[src/hdl/rmbd_pkg.sv]
// ----------------------------------------------------------------------------
// rmbd_pkg
// Shared types and constants of the RGBA mipmap 2x2 box downsampler.
// ----------------------------------------------------------------------------
package rmbd_pkg;

  // Default limits on the source frame size
  localparam int MAX_WIDTH_DEF  = 2048;
  localparam int MAX_HEIGHT_DEF = 2048;

  // Field widths
  localparam int PIX_W   = 32;
  localparam int LANES   = 4;
  localparam int LANE_W  = 8;
  localparam int PAIR_W  = LANE_W + 1;       // sum of two lanes
  localparam int SUMS_W  = LANES * PAIR_W;   // one line buffer word
  localparam int DIM_W   = 12;               // size registers and counters
  localparam int INDEX_W = 2;

  // Register indexes
  localparam logic [INDEX_W-1:0] REG_IMAGE_WIDTH  = 2'd0;
  localparam logic [INDEX_W-1:0] REG_IMAGE_HEIGHT = 2'd1;

  // Per-word control decoded from the frame position
  typedef struct packed {
    logic err;        // frame size is invalid
    logic frame_end;  // last word of the frame
    logic hold;       // even column, keep the word for its pair
    logic wr;         // even row, store pair sums
    logic emit;       // this word gives a result
    logic w_one;      // width is 1, replicate horizontally
    logic h_one;      // height is 1, replicate vertically
  } ctrl_t;

endpackage

[src/hdl/rmbd_ctrl.sv]
// ----------------------------------------------------------------------------
// rmbd_ctrl
// Size registers, frame position counters and per-word control decode.
// ----------------------------------------------------------------------------
module rmbd_ctrl #(
  parameter int MAX_WIDTH  = rmbd_pkg::MAX_WIDTH_DEF,
  parameter int MAX_HEIGHT = rmbd_pkg::MAX_HEIGHT_DEF,
  parameter int IDX_W      = 10
) (
  input  logic                         clk,
  input  logic                         rst,
  input  logic                         accept,
  input  logic                         cfg_we,
  input  logic [rmbd_pkg::INDEX_W-1:0] cfg_index,
  input  logic [rmbd_pkg::DIM_W-1:0]   cfg_data,
  output rmbd_pkg::ctrl_t              ctl,
  output logic [IDX_W-1:0]             line_idx
);

  localparam int DW = rmbd_pkg::DIM_W;

  logic [DW-1:0] image_width;
  logic [DW-1:0] image_height;
  logic [DW-1:0] column_count;
  logic [DW-1:0] row_count;
  logic [DW-1:0] column_count_next;
  logic [DW-1:0] row_count_next;
  logic [DW-1:0] w;
  logic [DW-1:0] h;
  logic [DW-1:0] half_col;
  logic          w_pow2;
  logic          h_pow2;
  logic          size_ok;
  logic          col_end;
  logic          row_end;
  logic          pair_done;
  logic          cfg_hit;

  // Zero dimension frames as if it were 1
  assign w = (image_width  == '0) ? DW'(1) : image_width;
  assign h = (image_height == '0) ? DW'(1) : image_height;

  assign w_pow2 = (image_width  != '0) && ((image_width  & (image_width  - DW'(1))) == '0);
  assign h_pow2 = (image_height != '0) && ((image_height & (image_height - DW'(1))) == '0);

  assign size_ok = w_pow2 && h_pow2
                && (32'(image_width)  <= 32'(MAX_WIDTH))
                && (32'(image_height) <= 32'(MAX_HEIGHT))
                && !((image_width == DW'(1)) && (image_height == DW'(1)));

  assign col_end = (column_count == w - DW'(1));
  assign row_end = (row_count    == h - DW'(1));

  // Decode for the word at the current position
  always_comb begin
    pair_done     = (w == DW'(1)) || column_count[0];
    ctl.err       = !size_ok;
    ctl.frame_end = col_end && row_end;
    ctl.w_one     = (w == DW'(1));
    ctl.h_one     = (h == DW'(1));
    ctl.hold      = size_ok && !pair_done;
    ctl.wr        = size_ok && pair_done && (h != DW'(1)) && !row_count[0];
    ctl.emit      = size_ok ? (pair_done && !ctl.wr) : (col_end && row_end);
  end

  assign half_col = column_count >> 1;
  assign line_idx = half_col[IDX_W-1:0];

  assign cfg_hit = cfg_we && ((cfg_index == rmbd_pkg::REG_IMAGE_WIDTH) ||
                              (cfg_index == rmbd_pkg::REG_IMAGE_HEIGHT));

  // Position counters; a size write restarts the frame
  always_comb begin
    column_count_next = column_count;
    row_count_next    = row_count;
    if (cfg_hit) begin
      column_count_next = '0;
      row_count_next    = '0;
    end else if (accept) begin
      if (col_end) begin
        column_count_next = '0;
        row_count_next    = row_end ? '0 : row_count + DW'(1);
      end else begin
        column_count_next = column_count + DW'(1);
      end
    end
  end

  always_ff @(posedge clk) begin
    if (rst) begin
      image_width  <= DW'(2);
      image_height <= DW'(2);
      column_count <= '0;
      row_count    <= '0;
    end else begin
      column_count <= column_count_next;
      row_count    <= row_count_next;
      if (cfg_we) begin
        case (cfg_index)
          rmbd_pkg::REG_IMAGE_WIDTH:  image_width  <= cfg_data;
          rmbd_pkg::REG_IMAGE_HEIGHT: image_height <= cfg_data;
          default: ;
        endcase
      end
    end
  end

endmodule

[config.mk]
export PLATFORM = sky130hd
export DESIGN_NAME = rmbd_ctrl
export DESIGN_NICKNAME = d
export VERILOG_FILES = /design/src/hdl/rmbd_pkg.sv /design/src/hdl/rmbd_ctrl.sv
export SDC_FILE = /design/constraint.sdc
export NUM_CORES = 1
export LEC_CHECK = 0
export BUFFER_PORTS_ARGS = -buffer_cell sky130_fd_sc_hd__buf_2
export CORE_ASPECT_RATIO = 0.75
export CORE_UTILIZATION = 60
export CTS_CLUSTER_DIAMETER = 60
export DETAILED_ROUTE_END_ITERATION = 10
export GPL_ROUTABILITY_DRIVEN = 0
export HOLD_SLACK_MARGIN = 0.1
export MAX_ROUTING_LAYER = met4
export PLACE_DENSITY = 0.86
export RECOVER_POWER = 50
export SLEW_MARGIN = 20
export SYNTH_ARGS = -nofsm -noshare
export SYNTH_HDL_FRONTEND = slang
export SYNTH_SLANG_ARGS = --single-unit
[constraint.sdc]
create_clock -name clk -period 6.9 [get_ports clk]
set_input_delay 0 -clock clk [delete_from_list [all_inputs] [get_ports clk]]
set_output_delay 0 -clock clk [all_outputs]
set_load 0.1 [all_outputs]
==> results.toml, run 1 <==
[outcome]
status = "finished clean"

[final_layout]
num-fill-cells = 453
post_layout_instance_area_mm2 = 0.00355
area_delta_synth_final_pct = 8.28
fin_nets = 484
drive_above_1_share_pct = 8.46
insertedDiodeCount = 0
final_core_util_pct = 70.1

[cts]
cts_max_level = 2
clk-insertion-delay-late_ns = 0.31
holdBufCountCts = 15
ctsLongestPathBuffers = 2
numClockSinks = 48
post_cts.resized_instances = 0
cts_tree = "built"
cts_post_setup_buffers_inserted = 0
tritoncts.num_buffers = 5
clockRootBuffer = "sky130_fd_sc_hd__clkbuf_8"
cts.reportedPaths.clkPinSlew_ns = 0.08

[worst_hold_path]
min_path_type = "in -> reg"

[global_routing]
antenna_found_initial = 0
grt_start_max_net_pins = 27
final_global_route_overflow_total = 0
global_route.usage.total_pct = 32.1
via_count_of_the_first_global_routing_pass = 2860
grt_pass1_wl_um = 13700

[sta]
achievable_clock_frequency_mhz = 230
final_min_period_over_clock_period_pct = 63.0
final_clock_skew_ns = 0.00471
unrepaired_setup_endpoints_after_global_routing = "no"
max_slew.worst_pin.slew_ns = 1.16
finalHoldViolations = 0
fin_tns_setup_ns = 0
fin_worst_hold_slack_ns = 0.124
setup_viol_count_final = 0
relSlewSlack_pct = 23.1
drv_slew = 0
fin_crit_ns = 4.35

[logic_synthesis]
yosysSeqAreaShare_pct = 29.3
synth.lib_cells_used.distinct = 51
number_of_enable_type_register_cells_in_the_synthesized_netlist = 0
top_ff_cell_synth = "sky130_fd_sc_hd__dfxtp_1"
synth.yosys.warnings = 0
postSynth.asyncResetShare_pct = 0
mappedNetlistArea_mm2 = 0.00328
synthesis.instances = 449
synth-seq-cells = 48
net_count_synth = 473
postSynthAreaPerCell_um2 = 7.30

[detailed_routing]
final_antenna_net_count = 0
drc_viols = 0
drt_pre_antenna_iters = 6
post_drt_wl_per_cell_um = 16.0
totalWireLength_um = 8520
post_drt_via_cell_ratio = 6.18
drt_first_iter_violations = 267
detailroute.via_count = 3293

[setup_path]
worstSetupStartpoint = "image_width[8]"
worst_r2r_endpoint = "row_count[2]"
reg2reg_depth = 12
cp-start-kind = "flop"
critical_path.endpoint = "ctl[2]"
worst_ep_arrival_time_ns = 4.35
setup.worst_path.end_class = "output port"
reg2reg_from = "image_width[8]"
crit_path_max_fanout = 11
required_time_at_the_endpoint_of_the_critical_path_ns = 6.90
setup_slack_on_the_worst_flop_to_flop_path_ns = 2.74
kind_of_critical_path = "reg -> out"

[power_and_ir_drop]
max-vdd-ir-drop_v = 0.000110
power_leakage_uw = 0.00130
power-per-cell-area_mw_per_mm2 = 173

[floorplanning]
dieHeight_um = 66.0
row_count = 22
design.portCount = 35
design.core.area_mm2 = 0.00506
starting_density_of_the_core_pct = 64.7
design.die.area_mm2 = 0.00577
width_of_the_chip_um = 87.4

[placement]
placed_cell_area_mm2 = 0.00332
port-buffer-count = 34
dp_hpwl_um = 5970

[job]
maxCapViolCount = 0
-- flip-flops by register name (all words and copies together) (netlist names) --
register,cells
column_count,12
image_height,12
image_width,12
row_count,12
-- per-layer routing --
metal | vias up | global-route usage (%) | wire length, µm
li1 | 1579 | - | -
met1 | 1560 | 42.7 | 3940
met2 | 140 | 50.4 | 3830
met3 | 14 | 5.24 | 632
met4 | 0 | 9.43 | 115
met5 | - | - | 0
-- worst min-delay path by stage --
| stage | start | endpoint | slack [ns] | cells after the start |
|---|---|---|---|---|
| after CTS | rst | image_width[0] | 0.11 | 2 |
| after detailed placement | cfg_data[1] | image_width[1] | 0.24 | 2 |
| final | rst | image_height[8] | 0.12 | 2 |
| after global placement | cfg_data[1] | image_width[1] | 0.23 | 2 |
| after global routing | rst | image_height[4] | 0.13 | 2 |
| after floorplan | cfg_data[1] | image_width[1] | 0.12 | 1 |
-- metrics by stage --
stage	total power [µW]	std cells	setup WS [ns]
floorplan	407	449	0.794
global placement	430	510	3.04
detailed placement	433	510	2.80
CTS	610	533	2.62
global route	639	533	2.22
finish	613	533	2.55
-- cells in the final DEF, fill, tap and decap left out, types with 7 or more instances in the layout --
cell and count:
sky130_fd_sc_hd__nor4_1 16, sky130_fd_sc_hd__dlygate4sd3_1 15, sky130_fd_sc_hd__nand2b_1 7, sky130_fd_sc_hd__dfxtp_1 48, sky130_fd_sc_hd__nand3_1 13, sky130_fd_sc_hd__buf_2 24, sky130_fd_sc_hd__nor2_1 38, sky130_fd_sc_hd__xor2_1 18
sky130_fd_sc_hd__nor3_1 13, sky130_fd_sc_hd__inv_1 13, sky130_fd_sc_hd__nand4_1 12, sky130_fd_sc_hd__xnor2_1 25, sky130_fd_sc_hd__or4_1 7, sky130_fd_sc_hd__a21oi_1 34, sky130_fd_sc_hd__nand2_1 69, sky130_fd_sc_hd__o21ai_0 16
sky130_fd_sc_hd__clkbuf_1 10
-- kinds of logic after synthesis --
group / after synthesis / synth area share [%]
and+or+nand+nor: 207 / 31.9
buffers and inverters: 59 / 8.39
DFF: 48 / 29.3
AOI/OAI and AO/OA: 82 / 15.4
xor gates and xnor gates: 43 / 11.5
muxes: 4 / 1.22
adders and majority gates: 6 / 2.29
-- worst max-delay path, cell delays in order, from the launching register on --
cell                        delay (ns)
sky130_fd_sc_hd__dfxtp_1          0.43
sky130_fd_sc_hd__nor4_1           0.71
sky130_fd_sc_hd__and2_0           0.41
sky130_fd_sc_hd__a21oi_1          0.16
sky130_fd_sc_hd__ha_1             0.28
sky130_fd_sc_hd__nor3b_1          0.18
sky130_fd_sc_hd__nand2_1          0.16
sky130_fd_sc_hd__xor2_1           0.16
sky130_fd_sc_hd__a2bb2oi_1        0.22
sky130_fd_sc_hd__nand4b_1         0.13
sky130_fd_sc_hd__or3_1            0.41
sky130_fd_sc_hd__nor2_1           0.19
sky130_fd_sc_hd__a21o_1           0.16
sky130_fd_sc_hd__buf_2            0.42
-- power breakdown --
group,internal (µW),switching [µW]
combinational,46.4,93.6
clock,80.1,95.6
sequential,283,14.6
-- cells in the mapped netlist (all sizes together) (6+ instances only) --
master  count  share of area [%]
a21oi      34                5.2
and3        6                1.1
buf        13                3.1
clkbuf     33                3.8
dfxtp      48                 29
ha          6                2.3
inv        13                1.5
nand2      69                7.9
nand2b      7                1.3
nand3      13                2.0
nand4      12                2.3
nor2       38                4.3
nor3       13                2.0
nor4       16                3.1
o21ai      17                2.6
or4        10                2.6
xnor2      25                6.7
xor2       18                4.8
-- final cells by class --
class	instances	area, µm²	share of cell area [%]
well taps	72	90.1	2.54
clock buffers	6	82.6	2.33
repair buffers	50	315	8.88
inverters	13	48.8	1.37
multi-input cells	342	2040	57.5
flip-flops and latches	48	961	27.1
clock inverters	2	10.0	0.282
Power figures use the tool's default switching activity.
==> run 2: changes to the inputs <==
--- a/config.mk
+++ b/config.mk
@@ -7,13 +7,13 @@
 export LEC_CHECK = 0
 export BUFFER_PORTS_ARGS = -buffer_cell sky130_fd_sc_hd__buf_2
 export CORE_ASPECT_RATIO = 0.75
-export CORE_UTILIZATION = 60
+export CORE_UTILIZATION = 54
 export CTS_CLUSTER_DIAMETER = 60
 export DETAILED_ROUTE_END_ITERATION = 10
 export GPL_ROUTABILITY_DRIVEN = 0
 export HOLD_SLACK_MARGIN = 0.1
 export MAX_ROUTING_LAYER = met4
-export PLACE_DENSITY = 0.86
+export PLACE_DENSITY = 0.82
 export RECOVER_POWER = 50
 export SLEW_MARGIN = 20
 export SYNTH_ARGS = -nofsm -noshare
==> constraint.sdc (replaced) <==
create_clock -name clk -period 3.9 [get_ports clk]
set_input_delay 0 -clock clk [delete_from_list [all_inputs] [get_ports clk]]
set_output_delay 0 -clock clk [all_outputs]
set_load 0.1 [all_outputs]
==> run 2 against run 1 <==
Effect of this change: total power increased by 88%; sequential share of layout area shrank 1.4 points; clock power grew 100%; worst hold slack gained 0.0012 ns; highest routed layer unchanged.
==> results.toml, run 2 (synthesis gave the netlist of run 1 again) <==
[global_routing]
final_global_route_overflow_total = 0
grt_pass1_wl_um = 14200
via_count_of_the_first_global_routing_pass = 3000
antenna_found_initial = 0
global_route.usage.total_pct = 28.7
grt_start_max_net_pins = 27

[floorplanning]
dieHeight_um = 69.5
row_count = 24
width_of_the_chip_um = 92.0
design.portCount = 35
design.core.area_mm2 = 0.00583
starting_density_of_the_core_pct = 56.3
design.die.area_mm2 = 0.00639

[placement]
placed_cell_area_mm2 = 0.00348
port-buffer-count = 34
dp_hpwl_um = 6270

[power_and_ir_drop]
report.power.total_uw = 1150
power_leakage_uw = 0.00139
power-per-cell-area_mw_per_mm2 = 307
max-vdd-ir-drop_v = 0.000199

[setup_path]
cp-start-kind = "flop"
setup.worst_path.end_class = "flop"
required_time_at_the_endpoint_of_the_critical_path_ns = 4.10
kind_of_critical_path = "reg -> reg"
crit_path_max_fanout = 8
worst_ep_arrival_time_ns = 3.90

[detailed_routing]
post_drt_wl_per_cell_um = 15.7
topRoutingLayerUsed = "met4"
final_antenna_net_count = 0
detailroute.via_count = 3329
totalWireLength_um = 8630
met1Wirelength_um = 3940
drt_pre_antenna_iters = 5
post_drt_via_cell_ratio = 6.04
drt_first_iter_violations = 312
met3RoutedLength_um = 692
drc_viols = 0
routed-wl-met2_um = 3870

[sta]
final_min_period_over_clock_period_pct = 94.7
fin_tns_setup_ns = 0
finalHoldViolations = 0
achievable_clock_frequency_mhz = 271
unrepaired_setup_endpoints_after_global_routing = "no"
max_slew.worst_pin.slew_ns = 1.16
final_clock_skew_ns = 0.00686
setup_viol_count_final = 0
relSlewSlack_pct = 23.2
fin_crit_ns = 3.69
drv_slew = 0

[outcome]
status = "finished clean"

[final_layout]
fin_nets = 496
post_layout_instance_area_mm2 = 0.00376
area_delta_synth_final_pct = 14.7
drive_above_1_share_pct = 13.5
final_common_cell = "sky130_fd_sc_hd__nand2_1"
layout_common_cells = "sky130_fd_sc_hd__nand2_1, sky130_fd_sc_hd__dfxtp_1, sky130_fd_sc_hd__nor2_1"
insertedDiodeCount = 0

[worst_hold_path]
min_path_type = "in -> reg"

[cts]
clk-insertion-delay-late_ns = 0.31
clockRootBuffer = "sky130_fd_sc_hd__clkbuf_8"
cts_tree = "built"
tritoncts.num_buffers = 5
cts.reportedPaths.clkPinSlew_ns = 0.09
cts_max_level = 2
numClockSinks = 48
ctsLongestPathBuffers = 2

[job]
maxCapViolCount = 0
## run 2: area by class of cell
| type | instances | area [µm²] |
|---|---|---|
| clock buffers | 6 | 72.6 |
| clock inverters | 2 | 35.0 |
| fillers | 512 | 2060 |
| inverters | 13 | 48.8 |
| multi-input cells | 342 | 2110 |
| flip-flops and latches | 48 | 967 |
| well taps | 78 | 97.6 |
| repair buffers | 62 | 435 |
## run 2: stage by stage
step                      hold WS (ns)  std cells  setup WS [ns]  utilization [%]
after floorplan                  0.118        449         -0.448                -
after global placement           0.237        528          0.331             59.8
after detailed placement         0.237        528          0.131             59.8
after CTS                        0.119        551         0.0143             64.2
after global routing             0.145        551         0.0138             64.6
final                            0.126        551          0.208             64.6
## run 2: critical path, cell delays in order (launching register included)
cell and delay, ns:
sky130_fd_sc_hd__dfxtp_1 0.41, sky130_fd_sc_hd__nor4_2 0.46, sky130_fd_sc_hd__and2_0 0.23, sky130_fd_sc_hd__a21oi_1 0.11, sky130_fd_sc_hd__ha_1 0.28, sky130_fd_sc_hd__nor3b_2 0.19
sky130_fd_sc_hd__nand2_1 0.16, sky130_fd_sc_hd__xor2_1 0.17, sky130_fd_sc_hd__a2bb2oi_1 0.23, sky130_fd_sc_hd__nand4b_1 0.15, sky130_fd_sc_hd__or3_1 0.46, sky130_fd_sc_hd__nand3_1 0.12
sky130_fd_sc_hd__a21oi_1 0.06, sky130_fd_sc_hd__dlygate4sd3_1 0.55
## run 2: worst paths after layout
path / start / to / slack, ns / cells after the start
setup / recovery: image_width[9] / column_count[1] / 0.21 / 13
setup reg to reg: image_width[9] / column_count[1] / 0.21 / 13
hold / removal: rst / image_width[5] / 0.13 / 2
hold reg to reg: image_height[10] / image_height[10] / 0.52 / 2
## run 2: power by group
group,internal [µW],switching [µW]
registers,501,21.8
clock network,190,166
logic,96.2,179
## run 2: metal layers
| layer | track usage (%) | vias up |
|---|---|---|
| met5 | - | - |
| met4 | 7.29 | 0 |
| met3 | 5.81 | 16 |
| met2 | 43.9 | 151 |
| met1 | 38.8 | 1548 |
| li1 | - | 1614 |
## run 2: timing repair
item                       4_1_cts  5_1_grt
hold buffers                    15        0
hold endpoints to repair        27        0
resized for setup                0       10
setup buffers                    0        0
setup endpoints to repair        0       17
==> run 3: changes to the inputs <==
--- a/config.mk
+++ b/config.mk
@@ -5,6 +5,7 @@
 export SDC_FILE = /design/constraint.sdc
 export NUM_CORES = 1
 export LEC_CHECK = 0
+export ABC_AREA = 1
 export BUFFER_PORTS_ARGS = -buffer_cell sky130_fd_sc_hd__buf_2
 export CORE_ASPECT_RATIO = 0.75
 export CORE_UTILIZATION = 54
==> run 3 against run 2 <==
Effect of this change: the run now ends with DRC left; global-route usage increased by 2.3 points; critical path depth increased by 8; cell count increased by 29%; largest power group unchanged.
==> results.toml, run 3 <==
[outcome]
status = "finished with violations"
failed_checks = "DRC"

[logic_synthesis]
synthDominantCellAreaShare_pct = 25.8
synth_mux_area_share_pct = 0
synth-xor-area-share_pct = 8.15
synth-simple-area-share_pct = 39.7
postSynth.asyncResetShare_pct = 0
net_count_synth = 619
yosys-top-cells-count = "sky130_fd_sc_hd__nand2_1, sky130_fd_sc_hd__inv_1, sky130_fd_sc_hd__nor2_1"
yosysSeqAreaShare_pct = 25.8
mappedNetlistArea_mm2 = 0.00373
synth.lib_cells_used.distinct = 36
synthesis.instances = 595
synth.most_common_cell = "sky130_fd_sc_hd__nand2_1"
synth-seq-cells = 48
synth_fa_ha_area_share_pct = 2.01
number_of_enable_type_register_cells_in_the_synthesized_netlist = 0
top_ff_cell_synth = "sky130_fd_sc_hd__dfxtp_1"
synth_top_family_by_area = "simple AND/OR/NAND/NOR gates"
synth.top_cells.by_area = "sky130_fd_sc_hd__dfxtp_1, sky130_fd_sc_hd__nand2_1, sky130_fd_sc_hd__inv_1"
postSynthAreaPerCell_um2 = 6.27
synth_compound_gate_area_share_pct = 11.3
synth.yosys.warnings = 0
synthDominantAreaCellType = "sky130_fd_sc_hd__dfxtp_1"

[setup_path]
worstSetupStartpoint = "image_width[2]"
setup_slack_on_the_worst_flop_to_flop_path_ns = 0.53
reg2reg_depth = 17
required_time_at_the_endpoint_of_the_critical_path_ns = 3.90
worst_ep_arrival_time_ns = 3.58
kind_of_critical_path = "reg -> out"
reg2reg_from = "image_width[2]"
worst_r2r_endpoint = "row_count[0]"
cp-start-kind = "flop"
setup.worst_path.end_class = "output port"
crit_path_max_fanout = 11
critical_path.endpoint = "ctl[2]"

[power_and_ir_drop]
power_leakage_uw = 0.00191
max-vdd-ir-drop_v = 0.000173
power-per-cell-area_mw_per_mm2 = 294

[global_routing]
grt_start_max_net_pins = 26
antenna_found_initial = 0
final_global_route_overflow_total = 0
grt_pass1_wl_um = 17100
via_count_of_the_first_global_routing_pass = 3586
global_route.usage.total_pct = 31.0

[floorplanning]
design.die.area_mm2 = 0.00725
design.portCount = 35
row_count = 25
design.core.area_mm2 = 0.00647
starting_density_of_the_core_pct = 57.6
dieHeight_um = 74.0
width_of_the_chip_um = 98.0

[sta]
final_clock_skew_ns = 0.0184
unrepaired_setup_endpoints_after_global_routing = "no"
final_min_period_over_clock_period_pct = 91.9
fin_crit_ns = 3.58
fin_ws_ns = 0.316
setup_viol_count_final = 0
finalHoldViolations = 0
drv_slew = 0
relSlewSlack_pct = 22.8
max_slew.worst_pin.slew_ns = 1.16
achievable_clock_frequency_mhz = 279

[final_layout]
final_common_cell = "sky130_fd_sc_hd__nand2_1"
finalNonFillerCells = 709
drive_above_1_share_pct = 12.6
final-seq-area_um2 = 962
num-fill-cells = 560
insertedDiodeCount = 0
total_area_of_multi_input_combinational_cells_mm2 = 0.00231
area_delta_synth_final_pct = 11.2
layout_common_cells = "sky130_fd_sc_hd__nand2_1, sky130_fd_sc_hd__inv_1, sky130_fd_sc_hd__nor2_1"
final_core_util_pct = 64.1
fin_nets = 651

[detailed_routing]
post_drt_wl_per_cell_um = 14.7
drt_pre_antenna_iters = 8
post_drt_via_cell_ratio = 5.67
drt_first_iter_violations = 496
totalWireLength_um = 10400
final_antenna_net_count = 0
detailroute.via_count = 4021
drc_viols = 2

[job]
maxCapViolCount = 0

[cts]
tritoncts.num_buffers = 5
cts.reportedPaths.clkPinSlew_ns = 0.10
cts_max_level = 2
clockRootBuffer = "sky130_fd_sc_hd__clkbuf_8"
clk-insertion-delay-late_ns = 0.32
post_cts.resized_instances = 0
numClockSinks = 48
ctsLongestPathBuffers = 2
cts_tree = "built"

[placement]
dp_hpwl_um = 7900
numPlacedInstances = 683
dp_worst_setup_slack_ns = 0.665
port-buffer-count = 34

[worst_hold_path]
min_path_type = "in -> reg"
==> run 3: stage by stage <==
| step | power [µW] | hold slack (ns) | TNS (ns) | cell area [µm²] |
|---|---|---|---|---|
| global route | 1270 | 0.245 | 0 | 4150 |
| floorplan | 757 | 0.130 | -0.679 | 3770 |
| global placement | 812 | 0.242 | 0 | 3860 |
| finish | 1220 | 0.185 | 0 | 4150 |
| detailed placement | 817 | 0.253 | 0 | 3860 |
| CTS | 1210 | 0.168 | 0 | 4160 |
==> run 3: layout make-up <==
class	instances	area share [%]
Sequential cell	48	23.2
Clock inverter	3	1.12
Timing Repair Buffer	52	8.14
Clock buffer	5	1.66
Inverter	85	7.69
Multi-Input combinational cell	435	55.7
Tap cell	81	2.44
==> run 3: logic make-up (layout without fill, tap and decap cells) <==
logic type               after synthesis  in the layout
AND/OR/NAND/NOR                      323            323
buffers and inverters                112            145
AO/OA/AOI/OAI                         73             73
flip-flops                            48             48
XOR/XNOR                              33             33
adder cells (fa/ha/maj)                6              6
==> run 3: power breakdown <==
group          internal [µW]  switching (µW)  leakage, µW
sequential               505            23.3     0.000390
combinational           99.7             203      0.00147
clock                    194             196    0.0000548
==> run 3: critical path: stages, from the launching register on <==
cell                       delay [ns]
sky130_fd_sc_hd__dfxtp_1         0.49
sky130_fd_sc_hd__nor2_4          0.09
sky130_fd_sc_hd__nand2_2         0.11
sky130_fd_sc_hd__nor2_4          0.06
sky130_fd_sc_hd__nand2_2         0.18
sky130_fd_sc_hd__nand2_1         0.13
sky130_fd_sc_hd__inv_1           0.08
sky130_fd_sc_hd__ha_1            0.29
sky130_fd_sc_hd__inv_1           0.07
sky130_fd_sc_hd__nor2_1          0.23
sky130_fd_sc_hd__nand3_1         0.14
sky130_fd_sc_hd__nand2_1         0.08
sky130_fd_sc_hd__nand2_1         0.06
sky130_fd_sc_hd__nand2_1         0.11
sky130_fd_sc_hd__and2_1          0.15
sky130_fd_sc_hd__nand2_1         0.05
sky130_fd_sc_hd__nor2_1          0.13
sky130_fd_sc_hd__nand2_1         0.11
sky130_fd_sc_hd__nor2_1          0.14
sky130_fd_sc_hd__nand3b_1        0.09
sky130_fd_sc_hd__nand2_1         0.07
sky130_fd_sc_hd__buf_2           0.41
==> run 3: worst min-delay path by stage <==
stage | start | to | slack, ns | depth (start not counted)
2_1_floorplan | cfg_data[1] | image_width[1] | 0.13 | 2
3_3_place_gp | cfg_data[1] | image_width[1] | 0.24 | 3
3_5_place_dp | cfg_data[1] | image_width[1] | 0.25 | 3
4_1_cts | rst | image_height[1] | 0.17 | 3
5_1_grt | rst | image_height[1] | 0.24 | 3
6_report | rst | image_height[1] | 0.19 | 3
==> run 3: routing by layer <==
layer | vias up | routed length (µm) | GRT usage (%) | share of wire, %
met5 | - | 0 | - | 0
met4 | 0 | 235 | 8.75 | 2.3
met3 | 36 | 1020 | 5.64 | 9.8
met2 | 242 | 4320 | 46.6 | 41
met1 | 1796 | 4850 | 42.8 | 47
li1 | 1947 | - | - | -
==> run 3: timing repair <==
item	4_1_cts	5_1_grt
setup buffers	0	0
hold endpoints to repair	28	0
endpoints found under the setup margin	0	0
hold buffers	18	0
